--- src/wkmp_pkg.sv ---
// shared types, constants and helpers for the wildcard kmp match counter
package wkmp_pkg;

	localparam int MAX_PATTERN = 8;
	localparam int BYTE_W = 8;
	localparam int PAT_W = MAX_PATTERN * BYTE_W;
	localparam int LEN_W = 4;
	localparam int IDX_W = (MAX_PATTERN > 1) ? $clog2(MAX_PATTERN) : 1;
	localparam int POS_W = $clog2(MAX_PATTERN + 1);
	localparam int CNT_W = 16;
	localparam int CFG_IDX_W = 2;
	localparam int CFG_DATA_W = PAT_W;

	localparam logic [BYTE_W-1:0] WILDCARD = 8'h2A;
	localparam logic [CNT_W-1:0] COUNT_MAX = {CNT_W{1'b1}};

	localparam logic [CFG_IDX_W-1:0] REG_PATTERN_BYTES = 2'd0;
	localparam logic [CFG_IDX_W-1:0] REG_PATTERN_LENGTH = 2'd1;

	typedef struct packed {
		logic [BYTE_W-1:0] text_byte;
		logic              last_byte;
	} in_item_t;

	typedef struct packed {
		logic             match_found;
		logic [CNT_W-1:0] match_count;
		logic             text_done;
	} out_item_t;

	typedef enum logic {
		MS_IDLE,
		MS_RUN
	} match_state_t;

	// builder status seen by the matcher
	typedef struct packed {
		logic             busy;
		logic [IDX_W-1:0] final_border;
		logic [IDX_W-1:0] rd_data;
	} bld_status_t;

	function automatic logic [POS_W-1:0] eff_len(input logic [LEN_W-1:0] len);
		logic [POS_W-1:0] res;
		if (len == '0) begin
			res = POS_W'(1);
		end else if (32'(len) > MAX_PATTERN) begin
			res = POS_W'(MAX_PATTERN);
		end else begin
			res = POS_W'(len);
		end
		return res;
	endfunction

	function automatic logic [BYTE_W-1:0] pat_byte(input logic [PAT_W-1:0] pattern,
			input logic [IDX_W-1:0] k);
		return pattern[BYTE_W*k +: BYTE_W];
	endfunction

endpackage

--- src/wildcard_kmp_match_counter_core.sv ---
// top level of the wildcard kmp match counter: config registers, builder and matcher
//
// channel  direction  handshake           payload
// in       input      in_valid/in_stall   in_item (text_byte, last_byte)
// out      output     out_valid/out_stall out_item (match_found, match_count, text_done)
// cfg      input      cfg_we              cfg_idx, cfg_data
//
// after a byte is accepted, it gets one compare or border fallback per cycle
// in the shared compare unit of the matcher
// a write to the pattern or length register rebuilds the border table, one
// step a cycle, and input stalls meanwhile
// reset clears position, count and table (the reset pattern has an all-zero table)
// a result waits in the output register; the next byte is taken meanwhile and
// its last step holds until the register is free
module wildcard_kmp_match_counter_core (
	input  logic                            clk,
	input  logic                            arst_n,
	input  logic                            in_valid,
	output logic                            in_stall,
	input  wkmp_pkg::in_item_t              in_item,
	output logic                            out_valid,
	input  logic                            out_stall,
	output wkmp_pkg::out_item_t             out_item,
	input  logic                            cfg_we,
	input  logic [wkmp_pkg::CFG_IDX_W-1:0]  cfg_idx,
	input  logic [wkmp_pkg::CFG_DATA_W-1:0] cfg_data
);

	logic [wkmp_pkg::PAT_W-1:0] pattern_q;
	logic [wkmp_pkg::LEN_W-1:0] length_q;
	logic                       cfg_hit;
	logic [wkmp_pkg::POS_W-1:0] m;
	logic [wkmp_pkg::IDX_W-1:0] rd_idx;
	wkmp_pkg::bld_status_t      bld_st;

	assign cfg_hit = cfg_we && ((cfg_idx == wkmp_pkg::REG_PATTERN_BYTES) ||
		(cfg_idx == wkmp_pkg::REG_PATTERN_LENGTH));
	assign m = wkmp_pkg::eff_len(length_q);

	always_ff @(posedge clk or negedge arst_n) begin
		if (!arst_n) begin
			pattern_q <= '0;
			length_q  <= wkmp_pkg::LEN_W'(1);
		end else if (cfg_we) begin
			if (cfg_idx == wkmp_pkg::REG_PATTERN_BYTES) begin
				pattern_q <= cfg_data[wkmp_pkg::PAT_W-1:0];
			end
			if (cfg_idx == wkmp_pkg::REG_PATTERN_LENGTH) begin
				length_q <= cfg_data[wkmp_pkg::LEN_W-1:0];
			end
		end
	end

	wkmp_border u_border (
		.clk     (clk),
		.arst_n  (arst_n),
		.start   (cfg_hit),
		.pattern (pattern_q),
		.m       (m),
		.rd_idx  (rd_idx),
		.status  (bld_st)
	);

	wkmp_match u_match (
		.clk       (clk),
		.arst_n    (arst_n),
		.cfg_hit   (cfg_hit),
		.cfg_we    (cfg_we),
		.pattern   (pattern_q),
		.m         (m),
		.bld       (bld_st),
		.rd_idx    (rd_idx),
		.in_valid  (in_valid),
		.in_stall  (in_stall),
		.in_item   (in_item),
		.out_valid (out_valid),
		.out_stall (out_stall),
		.out_item  (out_item)
	);

	// no byte enters while the border table is rebuilt
	a_stall_while_building: assert property (@(posedge clk) disable iff (!arst_n)
		bld_st.busy |-> in_stall)
		else $error("byte accepted during table rebuild");

	a_rebuild_on_write: assert property (@(posedge clk) disable iff (!arst_n)
		cfg_hit |=> bld_st.busy)
		else $error("register write did not start a rebuild");

	a_one_at_a_time: assert property (@(posedge clk) disable iff (!arst_n)
		(in_valid && !in_stall) |=> in_stall)
		else $error("second byte accepted while one is in work");

	a_match_has_count: assert property (@(posedge clk) disable iff (!arst_n)
		(out_valid && out_item.match_found) |-> (out_item.match_count != '0))
		else $error("match reported with zero count");

endmodule

--- src/wkmp_border.sv ---
// border table builder: one kmp prefix-function step per cycle after a register write
module wkmp_border (
	input  logic                          clk,
	input  logic                          arst_n,
	input  logic                          start,
	input  logic [wkmp_pkg::PAT_W-1:0]    pattern,
	input  logic [wkmp_pkg::POS_W-1:0]    m,
	input  logic [wkmp_pkg::IDX_W-1:0]    rd_idx,
	output wkmp_pkg::bld_status_t         status
);

	logic [wkmp_pkg::IDX_W-1:0] table_q [wkmp_pkg::MAX_PATTERN];
	logic [wkmp_pkg::IDX_W-1:0] final_q;
	logic                       busy_q;
	logic [wkmp_pkg::POS_W-1:0] i_q;
	logic [wkmp_pkg::IDX_W-1:0] len_q;

	logic [wkmp_pkg::IDX_W-1:0] addr;
	logic [wkmp_pkg::IDX_W-1:0] rd_val;
	logic                       eq;
	logic                       done;
	logic                       is_last;
	logic [wkmp_pkg::IDX_W-1:0] len_inc;

	// single read port, owned by the builder while it runs
	assign addr    = busy_q ? (len_q - wkmp_pkg::IDX_W'(1)) : rd_idx;
	assign rd_val  = table_q[addr];
	assign done    = (i_q >= m);
	assign eq      = (wkmp_pkg::pat_byte(pattern, i_q[wkmp_pkg::IDX_W-1:0]) ==
		wkmp_pkg::pat_byte(pattern, len_q));
	assign is_last = (i_q == (m - wkmp_pkg::POS_W'(1)));
	assign len_inc = len_q + wkmp_pkg::IDX_W'(1);

	always_ff @(posedge clk or negedge arst_n) begin
		if (!arst_n) begin
			busy_q  <= 1'b0;
			i_q     <= '0;
			len_q   <= '0;
			final_q <= '0;
			for (int k = 0; k < wkmp_pkg::MAX_PATTERN; k++) begin
				table_q[k] <= '0;
			end
		end else if (start) begin
			busy_q  <= 1'b1;
			i_q     <= wkmp_pkg::POS_W'(1);
			len_q   <= '0;
			final_q <= '0;
			for (int k = 0; k < wkmp_pkg::MAX_PATTERN; k++) begin
				table_q[k] <= '0;
			end
		end else if (busy_q) begin
			if (done) begin
				busy_q <= 1'b0;
			end else if (eq) begin
				table_q[i_q[wkmp_pkg::IDX_W-1:0]] <= len_inc;
				if (is_last) begin
					final_q <= len_inc;
				end
				len_q <= len_inc;
				i_q   <= i_q + wkmp_pkg::POS_W'(1);
			end else if (len_q != '0) begin
				// fall back to the border of the current border
				len_q <= rd_val;
			end else begin
				table_q[i_q[wkmp_pkg::IDX_W-1:0]] <= '0;
				if (is_last) begin
					final_q <= '0;
				end
				i_q <= i_q + wkmp_pkg::POS_W'(1);
			end
		end
	end

	assign status.busy         = busy_q;
	assign status.final_border = final_q;
	assign status.rd_data      = rd_val;

endmodule

--- src/wkmp_match.sv ---
// matcher: one compare/fallback step per cycle per byte, held by out_stall
module wkmp_match (
	input  logic                        clk,
	input  logic                        arst_n,
	input  logic                        cfg_hit,
	input  logic                        cfg_we,
	input  logic [wkmp_pkg::PAT_W-1:0]  pattern,
	input  logic [wkmp_pkg::POS_W-1:0]  m,
	input  wkmp_pkg::bld_status_t       bld,
	output logic [wkmp_pkg::IDX_W-1:0]  rd_idx,
	input  logic                        in_valid,
	output logic                        in_stall,
	input  wkmp_pkg::in_item_t          in_item,
	output logic                        out_valid,
	input  logic                        out_stall,
	output wkmp_pkg::out_item_t         out_item
);

	wkmp_pkg::match_state_t state_q, state_d;
	wkmp_pkg::in_item_t     item_q;
	wkmp_pkg::out_item_t    out_item_q;
	logic                   out_valid_q;
	logic [wkmp_pkg::POS_W-1:0] j_q, j_d;
	logic [wkmp_pkg::CNT_W-1:0] cnt_q, cnt_d;

	logic                        accept;
	logic                        slot_free;
	logic                        commit;
	logic                        hit;
	logic                        found;
	logic [wkmp_pkg::BYTE_W-1:0] p;
	logic [wkmp_pkg::POS_W-1:0]  j_inc;
	logic [wkmp_pkg::POS_W-1:0]  j_end;
	logic [wkmp_pkg::CNT_W-1:0]  cnt_new;

	assign in_stall  = (state_q != wkmp_pkg::MS_IDLE) || bld.busy || cfg_we;
	assign accept    = in_valid && !in_stall;
	assign slot_free = !out_valid_q || !out_stall;

	// shared compare unit
	assign p     = wkmp_pkg::pat_byte(pattern, j_q[wkmp_pkg::IDX_W-1:0]);
	assign hit   = (p == item_q.text_byte) || (p == wkmp_pkg::WILDCARD);
	assign j_inc = j_q + wkmp_pkg::POS_W'(1);
	assign found = hit && (j_inc >= m);
	assign j_end = found ? wkmp_pkg::POS_W'(bld.final_border) : (hit ? j_inc : '0);
	assign rd_idx = j_q[wkmp_pkg::IDX_W-1:0] - wkmp_pkg::IDX_W'(1);
	assign cnt_new = (found && cnt_q != wkmp_pkg::COUNT_MAX) ?
		cnt_q + wkmp_pkg::CNT_W'(1) : cnt_q;

	always_comb begin
		state_d = state_q;
		j_d     = j_q;
		cnt_d   = cnt_q;
		commit  = 1'b0;
		unique case (state_q)
			wkmp_pkg::MS_IDLE: begin
				if (cfg_hit) begin
					j_d = '0;
				end else if (accept) begin
					state_d = wkmp_pkg::MS_RUN;
					if (j_q >= m) begin
						j_d = '0;
					end
				end
			end
			wkmp_pkg::MS_RUN: begin
				if (hit || j_q == '0) begin
					// final step, held until the output slot is free
					if (slot_free) begin
						commit  = 1'b1;
						state_d = wkmp_pkg::MS_IDLE;
						j_d     = item_q.last_byte ? '0 : j_end;
						cnt_d   = item_q.last_byte ? '0 : cnt_new;
					end
				end else begin
					j_d = wkmp_pkg::POS_W'(bld.rd_data);
				end
			end
			default: begin
				state_d = wkmp_pkg::MS_IDLE;
			end
		endcase
	end

	always_ff @(posedge clk or negedge arst_n) begin
		if (!arst_n) begin
			state_q     <= wkmp_pkg::MS_IDLE;
			j_q         <= '0;
			cnt_q       <= '0;
			out_valid_q <= 1'b0;
		end else begin
			state_q <= state_d;
			j_q     <= j_d;
			cnt_q   <= cnt_d;
			if (commit) begin
				out_valid_q <= 1'b1;
			end else if (!out_stall) begin
				out_valid_q <= 1'b0;
			end
		end
	end

	always_ff @(posedge clk) begin
		if (accept) begin
			item_q <= in_item;
		end
		if (commit) begin
			out_item_q.match_found <= found;
			out_item_q.match_count <= cnt_new;
			out_item_q.text_done   <= item_q.last_byte;
		end
	end

	assign out_valid = out_valid_q;
	assign out_item  = out_item_q;

endmodule

--- config.mk ---
export PLATFORM = sky130hd
export DESIGN_NAME = wildcard_kmp_match_counter_core
export DESIGN_NICKNAME = d
export VERILOG_FILES = /design/src/wkmp_pkg.sv /design/src/wildcard_kmp_match_counter_core.sv /design/src/wkmp_border.sv /design/src/wkmp_match.sv
export SDC_FILE = /design/constraint.sdc
export NUM_CORES = 1
export LEC_CHECK = 0
export ABC_AREA = 1
export BUFFER_PORTS_ARGS = -buffer_cell sky130_fd_sc_hd__buf_2
export CAP_MARGIN = 20
export CORE_ASPECT_RATIO = 0.8
export CORE_MARGIN = 5
export CORE_UTILIZATION = 45
export DETAILED_ROUTE_END_ITERATION = 8
export PLACE_DENSITY = 0.61
export SYNTH_ARGS = -nofsm -noshare
export SYNTH_HDL_FRONTEND = slang
export SYNTH_SLANG_ARGS = --single-unit
--- constraint.sdc ---
create_clock -name clk -period 6.6 [get_ports clk]
set_input_delay 0.33 -clock clk [delete_from_list [all_inputs] [get_ports clk]]
set_output_delay 0.33 -clock clk [all_outputs]
set_load 0.005 [all_outputs]
==> results of run 1 <==
routing by layer:
layer | wire length [µm] | part of all wire, % | track usage (%) | vias to the layer above
li1 | - | - | - | 4959
met1 | 15300 | 50 | 39.3 | 4509
met2 | 11700 | 38 | 31.8 | 415
met3 | 3250 | 11 | 6.38 | 19
met4 | 234 | 0.77 | 4.80 | 0
met5 | 0 | 0 | 0 | -
placed cells by master (no fill, tap or decap), types with 3 or more instances in the layout:
cell type / synthesis / routed
nand2_2: 8 / 8
inv_1: 133 / 133
buf_4: 15 / 10
nand2_1: 580 / 580
clkbuf_16: 0 / 17
edfxtp_1: 27 / 27
ha_1: 21 / 21
nor2_4: 8 / 8
o21ai_0: 46 / 46
o21ai_1: 23 / 23
o21a_1: 4 / 4
inv_6: 0 / 3
clkinv_4: 0 / 3
o22ai_1: 8 / 8
clkinv_1: 3 / 3
nor2_1: 117 / 116
nor3_1: 13 / 13
inv_2: 6 / 6
dfrtp_1: 124 / 124
nand3_1: 139 / 139
buf_2: 27 / 98
o211ai_1: 15 / 15
xor2_1: 18 / 18
nand4_1: 39 / 39
a21oi_1: 75 / 75
inv_8: 0 / 3
nand3_2: 6 / 6
xnor2_1: 4 / 4
area by class of cell:
type / count / area share (%)
Clock buffer: 19 / 3.90
Clock inverter: 13 / 1.42
Inverter: 142 / 4.70
Multi-Input combinational cell: 1139 / 46.9
Sequential cell: 152 / 34.7
Tap cell: 306 / 3.37
Timing Repair Buffer: 108 / 4.98
worst paths after layout:
check	end	cells past startpoint	slack [ns]
min reg2reg	u_match.out_item[0]	0	0.48
min	pattern_q[20]	1	0.03
min in group clk	u_match.item_q[7]	1	0.05
max in group asynchronous	u_match.out_valid	2	5.26
max reg2reg	u_border.table_q[21]	14	1.81
max	u_border.table_q[21]	14	1.81
state kept, by name, indices dropped and copies added (netlist names):
name	count
pattern_q	64
u_border.table_q	24
u_match.out_item	18
u_match.cnt_q	16
u_match.item_q	9
length_q	4
u_border.i_q	4
u_match.j_q	4
u_border.final_q	3
u_border.len_q	3
u_border.busy_q	1
u_match.out_valid	1
u_match.state_q	1
cells in the mapped netlist (18+ instances only):
master,instances
ha_1,21
o21ai_1,23
buf_2,27
a21oi_1,75
nor2_1,117
nand2_1,580
nand3_1,139
o21ai_0,46
xor2_1,18
edfxtp_1,27
dfrtp_1,124
inv_1,133
clkbuf_1,26
nand4_1,39
stage by stage:
stage | power, mW | setup slack (ns) | cells | hold WS (ns)
final | 4.20 | 1.81 | 1879 | 0.0271
after global routing | 4.52 | 1.49 | 1879 | 0.0459
after CTS | 4.18 | 1.91 | 1879 | 0.0453
after global placement | 3.13 | 2.00 | 1847 | 0.458
after detailed placement | 3.15 | 1.92 | 1847 | 0.465
after floorplan | 2.68 | 3.80 | 1510 | 0.0344
cell families after synthesis:
logic type               after synthesis  share of synthesized area (%)
AND/OR/NAND/NOR                      919                           38.3
XOR/XNOR                              22                           1.89
buffers and inverters                219                           9.17
multiplexers                           1                          0.110
AO/OA/AOI/OAI                        176                           9.33
adder cells (fa/ha/maj)               21                           2.58
flip-flops                           152                           38.6
critical path, stage by stage, from the launching register on:
cell and delay (ns):
dfrtp_1 0.99, inv_2 0.38, nand3_1 0.35, o22ai_1 0.12
nor2_1 0.15, nand3_1 0.09, nand2_1 0.10, nand2_1 0.09
nor2_4 0.66, nand2_2 0.56, nand2_2 0.41, nand2_2 0.37
nor2_1 0.28, nand2_1 0.07, nand2_1 0.06
where the power goes:
part	internal (mW)	switching (mW)	total, mW
combinational	0.577	1.28	1.86
clock	0.580	0.447	1.03
sequential	1.13	0.193	1.32
==> reports/results.ini, run 1 <==
[run]
cap_viol_max_count=0

[worst_hold_path]
min_path_type=in -> async

[pwr]
leakagePower_nw=5.93
p_per_area_nw_per_um2=370
peakVddDrop_mv=0.200

[sta]
finalHoldViolCount=0
tightest_slew_ns=1.09
fmax_mhz=209
period_minus_slack_ns=4.79
min_period_over_period_pct=72.5
setup_viol=0
tns_ns=0
rsz0062_at_grt=false
fin_skew_ns=0.0125
slew_viol_final=0
relSlewSlack_pct=27.0

[critical_path]
critPathKind=reg -> reg
cp.required_ns=6.98
worstSetupStartpointType=flop
reg2reg_from=u_border.i_q[1]
worstPathArrival_ns=5.17
critPathCaptureType=flop
crit_start=u_border.i_q[1]
crit_fanout=37

[cells_and_area]
fin_util_pct=50.7
drive_gt1_share_pct=11.0
final_area_um2=11400
final_nets=1661
multi_input_area_um2=5330
antenna_cells=0
n_fill_cell=2302
seqCellArea_um2=3940
area_growth_pct=11.3

[global_routing]
grt_start_max_net_pins=70
first_global_vias=8817
grt_antenna_before_repair=0
overflow=0
grt.total_usage_pct=24.2
grt_pass1_wl_um=49000

[drt]
num_vias=9902
initialDrtViolationCount=989
post_drt_wl_per_cell_um=16.2
drt-total-wl_um=30400
drc_errors=0
dr.pass1.iters=5
via_per_inst=5.27
ant_nets=0

[floorplan]
ios=100
die_area_um2=25800
rows=49
chipHeight_um=145
core-area_um2=22400
die_x_um=178
initial_utilization_pct=45.6

[cts]
post-cts-setup-buffers=0
htreeDepth=4
cts_sinks=152
cts_tree=yes
numCtsBuffers=17
cts_buffer_depth=2
cts_root_buf=clkbuf_16
cts_hold_buf=0
insertion_delay_ns=0.45
path_clk_slew_ns=0.06
cts_resized=0

[logic_synthesis]
ys_warn_count=0
synth_top_area_share_pct=30.4
syn_nets=1611
syn_area_um2=10200
synth-edff-count=27
synth.largest_area_cell=dfrtp_1
yosysSeqAreaShare_pct=38.6
avgSynthCellArea_um2=6.75
synth_seq_cells=152
synth.distinct_cells=40
ys_top_cells_by_area=dfrtp_1 (30%), nand2_1 (21%), edfxtp_1 (8.0%)
async_reset_ff_share_pct=82.2
synth_flop_cell=dfrtp_1
synth_cells=1510

[placed_design]
place_congestion=0.934
portBuffers=99
dpl_cell_area_um2=10700
dp_hpwl_um=21200

[status]
status=completed

Power figures use the tool's default switching activity.
==> inputs of run 2 (changes only) <==
Settings changed: ABC_AREA 1 to 0, PLACE_DENSITY 0.61 to 0.65.
Clock period 6.6 ns to 4.2 ns, I/O delays scaled along.
==> run 2 against run 1 <==
  * Combinational power fell by 14%
  * Final cell count fell by 41%
  * Count of clock-buffer cells in the layout rose by 1
  * Synthesized cell count fell by 52%
  * Utilization rose by 2.9 points
  * Register-to-register slack got worse by 1.4 ns
  * First-iteration DRC count fell by 29%
  * Fmax rose by 26%
  * Via count fell by 34%
  * Critical endpoint is now u_border.final_q[2]
==> reports/results.ini, run 2 <==
[logic_synthesis]
synth.largest_area_cell=dfrtp_1
syn_nets=819  ; -49%
synth_cells=718  ; -52%
ys_warn_count=0  ; unchanged
yosysMostFrequentCell=dfrtp_1
synth_common_cells=dfrtp_1 (124), mux2_2 (70), nand2_1 (67), mux2i_1 (44), mux4_2 (44)
synth.distinct_cells=64  ; +60%
synth_flop_cell=dfrtp_1
async_reset_ff_share_pct=82.2  ; unchanged
synth-edff-count=27  ; unchanged
syn_area_um2=8660  ; -15%
avgSynthCellArea_um2=12.1  ; +79%
yosysSeqAreaShare_pct=45.5  ; +6.8 points
ys_top_cells_by_area=dfrtp_1 (36%), mux4_2 (11%), edfxtp_1 (9.4%)
synth_top_area_share_pct=35.8  ; +5.4 points
synth_seq_cells=152  ; unchanged

[floorplan]
ios=100  ; unchanged
chipHeight_um=134  ; -7.3%
core-area_um2=19000  ; -15%
initial_utilization_pct=45.6  ; +0.081 points
rows=45  ; -8.2%
die_x_um=165  ; -7.4%
die_area_um2=22100  ; -14%

[sta]
period_minus_slack_ns=3.79  ; -1.00 ns
min_period_over_period_pct=90.1  ; +18 points
slew_viol_final=0  ; unchanged
finalHoldViolCount=0  ; unchanged
hold_ws_ns=0.0142  ; -0.0129 ns
relSlewSlack_pct=38.9  ; +12 points
tightest_slew_ns=0.917  ; -0.175 ns
setup_viol=0  ; unchanged
fin_skew_ns=0.0106  ; -0.00194 ns
tns_ns=0  ; unchanged
rsz0062_at_grt=false
fmax_mhz=264  ; +26%

[critical_path]
r2r_setup_slack_ns=0.41  ; -1.40 ns
critPathKind=reg -> reg
worstSetupStartpointType=flop
rr_endpoint=u_border.final_q[2]
r2r_cells=10  ; -4
crit_fanout=12  ; -68%
critPathCaptureType=flop
cp.required_ns=4.49  ; -2.49 ns
reg2reg_from=u_border.i_q[0]
worstPathArrival_ns=4.08  ; -1.09 ns

[global_routing]
first_global_vias=6661  ; -24%
grt_start_max_net_pins=65  ; -7.1%
grt_antenna_before_repair=0  ; unchanged
grt.total_usage_pct=21.0  ; -3.2 points
grt_pass1_wl_um=36500  ; -26%
overflow=0  ; unchanged

[cells_and_area]
fin_util_pct=53.6  ; +2.9 points
final_cell_mix=dfrtp_1 (124), buf_2 (98), mux2_2 (70), nand2_1 (67)
final_nets=932  ; -44%
final_common_cell=dfrtp_1
area_growth_pct=17.5
largest_reg_flops=64  ; unchanged
final_area_um2=10200  ; -10%
n_fill_cell=1640  ; -29%
instances_no_fill=1102  ; -41%
antenna_cells=0  ; unchanged
drive_gt1_share_pct=32.2  ; +21 points
regMostFlops=pattern_q

[worst_hold_path]
min_from=cfg_data[42]
hold_depth=2
worstHoldEndpoint=pattern_q[42]
min_path_type=in -> reg

[cts]
cts_tree=yes
cts_root_buf=clkbuf_16
cts_sinks=152  ; unchanged
cts_resized=0  ; unchanged
htreeDepth=4  ; unchanged
numCtsBuffers=17  ; unchanged
path_clk_slew_ns=0.06  ; about the same
cts_buffer_depth=2  ; unchanged
post-cts-setup-buffers=0  ; unchanged
insertion_delay_ns=0.43  ; -0.02 ns

[drt]
num_vias=6489  ; -34%
dr.pass1.iters=6  ; +1
drc_errors=0  ; unchanged
wl_met2_um=10400  ; -11%
ant_nets=0  ; unchanged
highest_layer=met4
drt-total-wl_um=22400  ; -27%
post_drt_wl_per_cell_um=20.3  ; +25%
wl_met3_um=1650  ; -49%
met1_length_um=9790  ; -36%
initialDrtViolationCount=699  ; -29%
via_per_inst=5.89  ; +12%

[pwr]
peakVddDrop_mv=0.259  ; +29%
power_frac_clock_pct=30.2  ; +5.7 points
swShare_pct=32.7  ; -13 points
leakagePower_nw=4.22  ; -29%
switching_power_mw=1.69  ; -12%
p_per_area_nw_per_um2=506  ; +37%
pwr-share-comb_pct=31.0  ; -13 points
seq_power_share_pct=38.7  ; +7.3 points
p_int_mw=3.47  ; +52%

[placed_design]
place_congestion=0.893  ; -4.4%
portBuffers=99  ; unchanged
dp_hpwl_um=16100  ; -24%
dpl_cell_area_um2=9470  ; -12%
dp_cells=1059  ; -43%

[status]
status=completed

[run]
cap_viol_max_count=0  ; unchanged

==> run 2: cell types whose count changed in the layout (fill, tap and decap cells not counted), sizes merged, moves of 19 or more <==
cell / previous run / this run
o21ai: 69 / 27
mux2i: 0 / 44
nand4: 39 / 5
xnor2: 4 / 23
nor2: 126 / 29
nand3: 146 / 14
mux2: 1 / 70
inv: 145 / 21
a21oi: 75 / 21
mux4: 0 / 44
nand2: 588 / 67
==> run 2: through the flow <==
step	power, mW	worst slack (ns)
after CTS	5.18	0.487
after global placement	3.53	0.562
after global routing	5.44	0.210
after floorplan	3.11	0.937
final	5.15	0.414
after detailed placement	3.59	0.475
==> run 2: worst max-delay path by stage <==
stage	cells past startpoint	start	slack [ns]	to
5_1_grt	10	u_border.i_q[0]	0.21	u_border.final_q[1]
3_3_place_gp	9	u_border.i_q[0]	0.56	u_border.final_q[2]
3_5_place_dp	9	u_border.i_q[0]	0.47	u_border.final_q[2]
4_1_cts	10	u_border.i_q[0]	0.49	u_border.final_q[2]
2_1_floorplan	9	u_match.j_q[0]	0.94	u_match.out_item[0]
6_report	10	u_border.i_q[0]	0.41	u_border.final_q[2]
==> run 2: layout make-up <==
type	count	area, µm²	share of cell area [%]
Sequential cell	152	3940	38.7
Tap cell	258	323	3.17
Multi-Input combinational cell	507	4470	43.9
Clock inverter	12	149	1.46
Clock buffer	20	447	4.39
Timing Repair Buffer	132	773	7.60
Inverter	21	78.8	0.775
==> run 2: metal layers <==
layer | vias up | GRT usage [%]
met3 | 38 | 5.04
met1 | 3260 | 29.8
met5 | - | 0
met2 | 272 | 32.3
li1 | 2919 | -
met4 | 0 | 6.37
==> run 2: kinds of logic (layout without fill, tap and decap cells) <==
family	count (synthesis)	in the layout	share of synthesized area (%)
buffers and inverters	59	185	3.02
AOI/OAI and AO/OA	118	118	9.25
and+or+nand+nor	169	169	9.43
xor gates and xnor gates	41	41	4.15
DFF	152	152	45.5
muxes	158	158	25.6
adders and majority gates	21	21	3.03
==> run 2: what timing repair did <==
item | 4_1_cts | 5_1_grt
hold buffers | 11 | 0
setup endpoints to repair | 0 | 0
endpoints found under the hold margin | 63 | 0
==> run 2: critical path: stages (launching register included) <==
cell,delay (ns)
dfrtp_1,0.84
buf_4,0.31
mux2i_1,0.20
o2bb2ai_1,0.09
a2111oi_0,0.57
xnor2_1,0.21
nand4_1,0.36
a21o_1,0.41
nand2_1,0.22
o21ai_0,0.23
o2bb2ai_1,0.19
==> run 2: power groups by stage <==
stage               logic, mW  registers (mW)  clock network [mW]
floorplan                1.24            1.86                   0
global placement         1.53            2.00                   0
detailed placement       1.58            2.02                   0
CTS                      1.60            1.99                1.59
global route             1.76            2.03                1.65
finish                   1.60            2.00                1.56
